--- src/hdl/dls_pkg.sv ---
package dls_pkg;

  localparam int MAX_NEURONS = 128;
  localparam int MAX_INPUTS  = 1024;
  localparam int SIG_ENTRIES = 1024;

  localparam int NEURON_W = $clog2(MAX_NEURONS);
  localparam int COL_W    = $clog2(MAX_INPUTS);
  localparam int SIG_W    = $clog2(SIG_ENTRIES);
  localparam int WADDR_W  = NEURON_W + COL_W;
  localparam int VAL_W    = 16;
  localparam int ACC_W    = 48;
  localparam int PROD_W   = 2 * VAL_W;
  localparam int FRAC_W   = 12;
  localparam int SUM_W    = ACC_W + 1;
  localparam int ZF_W     = SUM_W - FRAC_W;
  localparam int COUNT_W  = 8;

  typedef enum logic [2:0] {
    CMD_WEIGHT = 3'd0,
    CMD_BIAS   = 3'd1,
    CMD_FEED   = 3'd2,
    CMD_READ   = 3'd3,
    CMD_CLEAR  = 3'd4
  } cmd_t;

  typedef enum logic [2:0] {
    B_IDLE,
    B_FEED,
    B_DRAIN,
    B_RD_MEM,
    B_RD_Z,
    B_RD_OUT
  } back_state_t;

  typedef struct packed {
    cmd_t                    op;
    logic [NEURON_W-1:0]     neuron;
    logic [COL_W-1:0]        column;
    logic signed [VAL_W-1:0] value;
  } item_t;

  typedef logic [VAL_W-1:0] sig_table_t [SIG_ENTRIES];

  // Shift-subtract division, used only while building the table
  function automatic logic [63:0] udiv64(input logic [63:0] num, input logic [63:0] den);
    logic [63:0] q;
    logic [64:0] r;
    q = '0;
    r = '0;
    for (int b = 63; b >= 0; b--) begin
      r = {r[63:0], num[b]};
      if (r >= {1'b0, den}) begin
        r = r - {1'b0, den};
        q[b] = 1'b1;
      end
    end
    return q;
  endfunction

  // exp(-t) in Q.30: Taylor series of exp(-t/16), then squared four times
  function automatic logic [63:0] exp_neg_q30(input logic [63:0] t_in);
    logic [63:0] term;
    logic signed [63:0] sum;
    logic [63:0] t;
    term = 64'd1 << 30;
    sum  = 64'sd1 <<< 30;
    t    = t_in >> 4;
    for (int k = 1; k <= 12; k++) begin
      term = udiv64((term * t) >> 30, 64'(k));
      if (k % 2 == 1) sum = sum - signed'(term);
      else sum = sum + signed'(term);
    end
    if (sum < 0) sum = '0;
    term = unsigned'(sum);
    for (int i = 0; i < 4; i++) term = (term * term) >> 30;
    return term;
  endfunction

  // Sigmoid at each bin midpoint, Q4.12 rounded to nearest
  function automatic sig_table_t build_sig_table();
    sig_table_t tbl;
    logic signed [63:0] mid;
    logic [63:0] mag;
    logic [63:0] e;
    logic [63:0] den;
    logic [63:0] num;
    logic [63:0] q;
    for (int i = 0; i < SIG_ENTRIES; i++) begin
      mid = -(64'sd1 <<< 27) + ((64'sd2 * i + 64'sd1) <<< (27 - SIG_W));
      mag = unsigned'(mid < 0 ? -mid : mid);
      e   = exp_neg_q30(mag << 6);
      den = (64'd1 << 30) + e;
      num = (mid >= 0) ? (64'd4096 << 30) : (64'd4096 * e);
      q   = udiv64(num + (den >> 1), den);
      tbl[i] = q[VAL_W-1:0];
    end
    return tbl;
  endfunction

endpackage

--- src/hdl/dls_front.sv ---
module dls_front (
  input  logic                            clk,
  input  logic                            rst,
  input  logic                            start,
  output logic                            busy,
  input  logic [2:0]                      command,
  input  logic [dls_pkg::NEURON_W-1:0]    neuron,
  input  logic [dls_pkg::COL_W-1:0]       column,
  input  logic signed [dls_pkg::VAL_W-1:0] value,
  output dls_pkg::item_t                  head,
  output logic                            head_valid,
  input  logic                            head_pop
);
  import dls_pkg::*;

  item_t      slots [2];
  logic       wr_ptr;
  logic       rd_ptr;
  logic [1:0] count;
  logic       known;
  logic       push;
  logic       pop;

  // classify: unknown codes are dropped here
  assign known = command inside {CMD_WEIGHT, CMD_BIAS, CMD_FEED, CMD_READ, CMD_CLEAR};
  assign busy  = (count == 2'd2);
  assign push  = start && !busy && known;
  assign pop   = head_pop && head_valid;

  assign head       = slots[rd_ptr];
  assign head_valid = (count != 2'd0);

  // queue payload
  always_ff @(posedge clk) begin
    if (push) begin
      slots[wr_ptr] <= '{op: cmd_t'(command), neuron: neuron, column: column, value: value};
    end
  end

  // queue pointers
  always_ff @(posedge clk) begin
    if (rst) begin
      wr_ptr <= 1'b0;
      rd_ptr <= 1'b0;
      count  <= 2'd0;
    end else begin
      if (push) wr_ptr <= ~wr_ptr;
      if (pop) rd_ptr <= ~rd_ptr;
      count <= count + {1'b0, push} - {1'b0, pop};
    end
  end

endmodule

--- config.mk ---
export PLATFORM = sky130hd
export DESIGN_NAME = dls_front
export DESIGN_NICKNAME = d
export VERILOG_FILES = /design/src/hdl/dls_pkg.sv /design/src/hdl/dls_front.sv
export SDC_FILE = /design/constraint.sdc
export NUM_CORES = 1
export LEC_CHECK = 0
export ABC_CLOCK_PERIOD_IN_PS = 6100
export BUFFER_PORTS_ARGS = -buffer_cell sky130_fd_sc_hd__buf_2
export CORE_ASPECT_RATIO = 1.1
export CORE_MARGIN = 8
export CORE_UTILIZATION = 50
export CTS_BUF_LIST = sky130_fd_sc_hd__clkbuf_16
export DETAILED_ROUTE_END_ITERATION = 10
export PLACE_DENSITY = 0.77
export SYNTH_ARGS = -nofsm -noshare
export SYNTH_HDL_FRONTEND = slang
export SYNTH_SLANG_ARGS = --single-unit
--- constraint.sdc ---
create_clock -name clk -period 6.1 [get_ports clk]
set_input_delay 0.915 -clock clk [delete_from_list [all_inputs] [get_ports clk]]
set_output_delay 0.915 -clock clk [all_outputs]
set_load 0.005 [all_outputs]
# After elaboration in Yosys (flattened, before gate mapping)
# Memories as Yosys holds them, arrays and structs flattened. A register that Yosys moved wholly into a read port is not among the register bits.
# Cells that the tools add are included.
[word_totals]
n_memories = 1
ff_bits = 4
ram_bits = 72
in_bits = 40
wordCells = 24
[memory_table]
columns = ["memory", "depth", "word_bits", "read_ports", "rd_ports_with_merged_regs", "wr", "line_no", "source"]
rows = [
  ["slots", 2, 36, 1, 1, 1, "dls_front.sv:16", "item_t slots [2];"],
]
[op_classes]
reduce_logical = 7
bitwise = 2
add_sub_neg = 2
n_eq_ne = 5
n_mux = 4
[ops]
columns = ["operator", "count"]
rows = [
  ["$eq 3x2->1 const B", 2],
  ["$reduce_bool 5->1", 1],
  ["$mux 1", 4],
  ["$eq 3x1->1 const B", 1],
  ["$eq 3x3->1 const B", 1],
  ["$logic_and 1x1->1", 3],
  ["$logic_not 3->1", 1],
  ["$add 2x1->2", 1],
  ["$eq 2x2->1 const B", 1],
  ["$not 1->1", 2],
  ["$reduce_bool 2->1", 1],
  ["$sub 2x1->2", 1],
  ["$logic_not 1->1", 1],
]

# Logic depth before layout (Yosys ltp)
# Gate-level depths: netlist of the first run.
[logic_depth]
word_depth = 6
depth_mapped = 8
depth_no_buf = 8

# Worst setup path before layout of the first run
# No wires, ideal clock.
[synth_timing]
kind = "input to register"
from = "input port command[0]"
to = "memory slots[0][0] (netlist bit) (enable)"
t_arrival_ps = 2702
cell_stages = 3
setup_slack_ps = 2969
setup_time_ps = 429
n_path_buf = 0
path_cell_list = "o21ai_4 > nand3b_4 > nor2_1"
[synth_between]
elab_chain_len = 5
elab_cells_between_ends = 9
classes_between = "eq/ne: 4; mux: 2; reduce/logical: 3"
[synth_lines]
columns = ["element", "line_no", "source"]
rows = [
  ["start, declared", "dls_front.sv:6", "input logic [2:0] command,"],
  ["$eq 3x1->1 (tied with other cells)", "dls_front.sv:25", "assign known = command inside {CMD_WEIGHT, CMD_BIAS, CMD_FEED, CMD_READ, CMD_CLEAR};"],
  ["$reduce_bool 5->1 *", "dls_front.sv:25", ""],
  ["$logic_and 1x1->1 *", "dls_front.sv:27", "assign push = start && !busy && known;"],
  ["$mux 1 *", "dls_front.sv:35", "if (push) begin"],
  ["$mux 1 (not written as such) *", "dls_front.sv:36", "slots[wr_ptr] <= '{op: cmd_t'(command), neuron: neuron, column: column, value: value};"],
  ["end, declared", "dls_front.sv:16", ""],
]
# Mark *: on every way between the ends. The rest lies on a longest branch, timed or not.

==> results of run 1 <==
## where the power goes
part	switching, mW	internal, mW
sequential	0.0541	0.648
combinational	0.117	0.165
clock	0.190	0.355
## per-stage QoR
stage	hold WS, ps	setup slack [ps]
3_5_place_dp	516	3510
6_report	537	3410
2_1_floorplan	481	2970
4_1_cts	551	3350
3_3_place_gp	498	3540
5_1_grt	585	3300
## synthesized netlist by cell type
master / n
and2_2: 1
buf_4: 1
buf_6: 3
dfxtp_1: 5
edfxtp_1: 72
ha_1: 2
inv_1: 2
mux2_1: 5
mux2_2: 31
mux2_4: 1
nand3b_4: 1
nor2_1: 7
nor2b_1: 1
nor2b_4: 1
nor3_1: 1
o21a_1: 1
o21ai_4: 1
or2_2: 1
xnor2_1: 1
xor2_1: 1
## registers in the layout, summed over array words and instances (netlist names), named ones only
name	count
wr_ptr	1
count	2
rd_ptr	1
slots	72
## worst max-delay path, stage by stage, from the launching register on
cell,delay (ps)
dfxtp_2,890
mux2_2,420
buf_2,130
## per-layer routing
layer / vias up / share of wire, %
met4: 0 / 1.4
met2: 43 / 55
li1: 706 / -
met3: 6 / 4.5
met1: 738 / 39
met5: - / 0
## final timing paths
kind	from	end	cells past startpoint
setup / recovery	flip-flop	head[11]	2
hold / removal	rd_ptr	flip-flop	2
setup reg to reg	count[1]	slots[1][21]	3
hold reg to reg	rd_ptr	flip-flop	2
## area by class of cell
| cell class | count | area [µm²] | share of cell area [%] |
|---|---|---|---|
| sequential | 77 | 2260 | 61.9 |
| timing repair buffer | 77 | 385 | 10.5 |
| inverter | 2 | 7.51 | 0.205 |
| clock inverter | 7 | 90.1 | 2.46 |
| clock buffer | 9 | 225 | 6.16 |
| multi-input combinational | 56 | 587 | 16.1 |
| tap | 77 | 96.3 | 2.64 |
## logic make-up after synthesis
family / share of synthesized area, %
muxes: 14.6
xor gates and xnor gates: 0.608
and+or+nand+nor: 2.95
adders and majority gates: 0.868
AOI/OAI and AO/OA: 0.825
DFF: 78.5
buffers and inverters: 1.69
==> impl_metrics.yaml, run 1 <==
synth:
  synth_top_cells_by_area: "edfxtp_1 (75%), mux2_2 (12%), dfxtp_1 (3.5%), mux2_1 (2.0%), buf_6 (1.2%)"
  yosysTopAreaCellShare_pct: 75.0
  yosysTopAreaCell: "edfxtp_1"
  ys_types: 20
  synth_area_um2: 2880
  syn_nets: 181
  syn_inst: 139
  synth_warnings: 0
  synth_seq_cells: 77
  ys_seq_area_share_pct: 78.5
  syn_area_per_cell_um2: 20.7
sta:
  max_slew.worst_pin.slew_ps: 1030
  tns_ps: 0
  rsz0062_at_grt: "no"
  max_freq_mhz: 372
  period_minus_slack_ps: 2690
  hold_violations: 0
  clock_skew_ps: 2.59
  post-route-period-util_pct: 44.0
  setup_viol: 0
  finalMaxSlewViolations: 0
  slew_headroom_pct: 30.9
clocking:
  cts_hold_buf: 0
  cts_setup_buffers: 0
  insertion_delay_ps: 320
  cts_root_buf: "clkbuf_16"
  cts_tree: "built"
  cts_buffers: 9
  cts.sinks: 77
  clk_pin_slew_ps: 50
  clock_path_buffers: 2
  cts_resized: 0
  htreeDepth: 3
floorplanning:
  row_count: 29
  core_um2: 5660
  die_w_um: 88.4
  chipHeight_um: 95.6
  die_area_um2: 8450
  pin_count: 78
  initial_core_util_pct: 50.9
outcome:
  status: "finished, final reports clean"
final_layout:
  layout.nets: 265
  post-route-cell-area_um2: 3650
  final_cell_count_no_fill: 305
  fill_cells: 433
  post-route-util_pct: 64.6
  synthToLayoutAreaGrowth_pct: 26.8
  layout_commonest_cell: "buf_2"
  layout_common_cells: "buf_2 (77), edfxtp_1 (72), mux2_2 (31), clkbuf_16 (9)"
  diodes: 0
  drive_above_1_share_pct: 58.3
place:
  port_buffers: 77
  gp_congestion: 0.669
  dpl_cell_area_um2: 3340
  place_hpwl_mm: 3.30
  dp.cells: 289
route:
  antenna_left: 0
  vias: 1493
  dr.pass1.iters: 4
  drcViolationCount: 0
  drtIter0Drc: 93
  via_per_inst: 4.90
  drt_wl_total_mm: 4.95
  wl_per_cell_um: 16.2
grt:
  grt_pass1_vias: 1549
  antenna_found_initial: 0
  grt_use_met3_pct: 4.14
  grt_busiest_layer: "met2"
  grt_pass1_wl_mm: 7.54
  grt-ovfl-total: 0
  track_usage_pct: 12.3
  met1_usage_pct: 13.2
  use_met2_pct: 20.7
  grt_start_max_net_pins: 37
job:
  cap_viol_max_count: 0
power:
  ir_drop_v: 0.000252
  p_per_area_nw_per_um2: 419
  power.total_mw: 1.53
  power.static_leakage_nw: 1.39
critical_path:
  crit_arrival_ps: 1770
  reg2reg_slack_ps: 4210
  path_max_fanout: 36
  endpoint_kind: "primary output"
  critical_path_class: "reg2out"
  cp.required_ps: 5180
  setup.worst_path.start_class: "flip-flop"
min_path:
  min_path_type: "reg2reg"
Note: power is estimated with default switching activity, not from simulation.
==> run 2, diff against run 1 <==
ABC_CLOCK_PERIOD_IN_PS = 2700   (was 6100)
clock period = 2.7 ns   (was 6.1 ns; I/O delays follow)
==> run 2 against run 1 <==
Net effect: sequential power up 120%; routed wire length increased by 6.5%; worst setup slack got worse by 2800 ps; hold slack lost 280 ps; register-to-register slack got worse by 3200 ps; clock skew rose by 2.4 ps; critical path depth rose by 1; non-clock buffer count grew 5; critical path type unchanged; critical endpoint is now head[23].
==> impl_metrics.yaml, run 2 (synthesized netlist as in run 1, its figures left out) <==
final_layout:
  register_area_um2: 2260
  drive_above_1_share_pct: 59.2
  fill_cells: 404
  synthToLayoutAreaGrowth_pct: 30.2
  layout_commonest_cell: "buf_2"
  largest_reg_flops: 72
  multi_input_comb_area_um2: 587
  top_register: "slots"
  layout.nets: 270
  top_regs: "slots (72), count (2)"
  layout_common_cells: "buf_2 (77), edfxtp_1 (72), mux2_2 (31), clkbuf_16 (9)"
  diodes: 0
grt:
  track_usage_pct: 13.2
  grt_start_max_net_pins: 20
  grt-ovfl-total: 0
  grt_pass1_wl_mm: 8.00
  antenna_found_initial: 0
  grt_pass1_vias: 1625
critical_path:
  r2r-start: "count[1]"
  critical_path_class: "reg2out"
  reg2reg_slack_ps: 1010
  reg2reg_depth: 8
  crit_chain: "buf_12 -> mux2_2 -> buf_2"
  cp_slowest_cell: "dfxtp_2"
  crit_arrival_ps: 1670
  cp.required_ps: 2300
  slowest_delay_ps: 620
  endpoint_kind: "primary output"
  endpoint: "head[23]"
  r2r-end: "count[1]"
  path_max_fanout: 19
  setup.worst_path.start_class: "flip-flop"
sta:
  max_slew.worst_pin.slew_ps: 465
  clock_skew_ps: 5.00
  whs_ps: 261
  max_freq_mhz: 483
  hold_violations: 0
  tns_ps: 0
  period_minus_slack_ps: 2070
  slew_headroom_pct: 69.0
  rsz0062_at_grt: "no"
  setup_viol: 0
  finalMaxSlewViolations: 0
  post-route-period-util_pct: 76.8
power:
  p_per_area_nw_per_um2: 985
  power.total_mw: 3.70
  ir_drop_v: 0.000539
  power.static_leakage_nw: 1.44
clocking:
  cts_resized: 0
  cts.sinks: 77
  clk_pin_slew_ps: 60
  insertion_delay_ps: 330
  cts_root_buf: "clkbuf_16"
  cts_buffers: 9
  cts_hold_buf: 0
  cts_setup_buffers: 0
  cts_tree: "built"
  htreeDepth: 3
  clock_path_buffers: 2
outcome:
  status: "finished, final reports clean"
route:
  drtIter0Drc: 61
  drt_wl_total_mm: 5.27
  wl_per_cell_um: 17.0
  wl_met1_mm: 2.02
  dr_wl_met2_mm: 2.84
  drcViolationCount: 0
  antenna_left: 0
  vias: 1532
  via_per_inst: 4.94
  wl_met3_um: 290
  top_layer_used: "met4"
  dr.pass1.iters: 4
place:
  place_hpwl_mm: 3.58
  port_buffers: 77
  gp_congestion: 0.672
floorplanning:
  die_w_um: 88.4
  initial_core_util_pct: 50.9
  row_count: 29
  chipHeight_um: 95.6
  die_area_um2: 8450
  core_um2: 5660
  pin_count: 78
min_path:
  holdCritStartpoint: "column[5]"
  min_path_type: "in2reg"
job:
  cap_viol_max_count: 0
==> run 2: how the worst min path moves through the flow <==
stage	end	slack [ps]	cells after the start
floorplan	count[0]	480	1
global placement	rd_ptr	500	2
detailed placement	flip-flop	510	2
CTS	slots[0][29]	250	1
global route	slots[0][2]	250	1
finish	slots[1][21]	260	1
==> run 2: stage by stage <==
stage	worst slack [ps]	cells	instance area (µm²)	util (%)
6_report	628	310	3750	66.3
5_1_grt	531	310	3750	66.3
4_1_cts	581	310	3750	66.3
3_5_place_dp	812	294	3390	59.9
3_3_place_gp	866	294	3390	59.9
2_1_floorplan	78.5	139	2880	-
==> run 2: routing by layer <==
metal / track usage (%) / vias to the layer above
met4: 7.62 / 0
met5: 0 / -
met2: 23.1 / 40
met3: 4.48 / 10
met1: 13.6 / 768
li1: - / 714
==> run 2: where the power goes <==
part | internal [mW] | leakage [nW] | switching, mW | total, mW
logic | 0.403 | 0.560 | 0.315 | 0.718
registers | 1.46 | 0.705 | 0.0851 | 1.55
clock network | 0.992 | 0.175 | 0.440 | 1.43
==> run 2: critical path: cells and delay by family (launching register included) <==
| kind | cells | cell delay (ps) |
|---|---|---|
| buffers and inverters | 2 | 360 |
| flip-flops | 1 | 620 |
| multiplexers | 1 | 360 |
==> run 2: final cells by class <==
cell class,count,share of cell area [%]
clock inverters,7,3.67
well taps,77,2.57
inverters,2,0.200
flip-flops and latches,77,60.3
multi-input cells,56,15.6
repair buffers,82,11.6
clock buffers,9,6.00
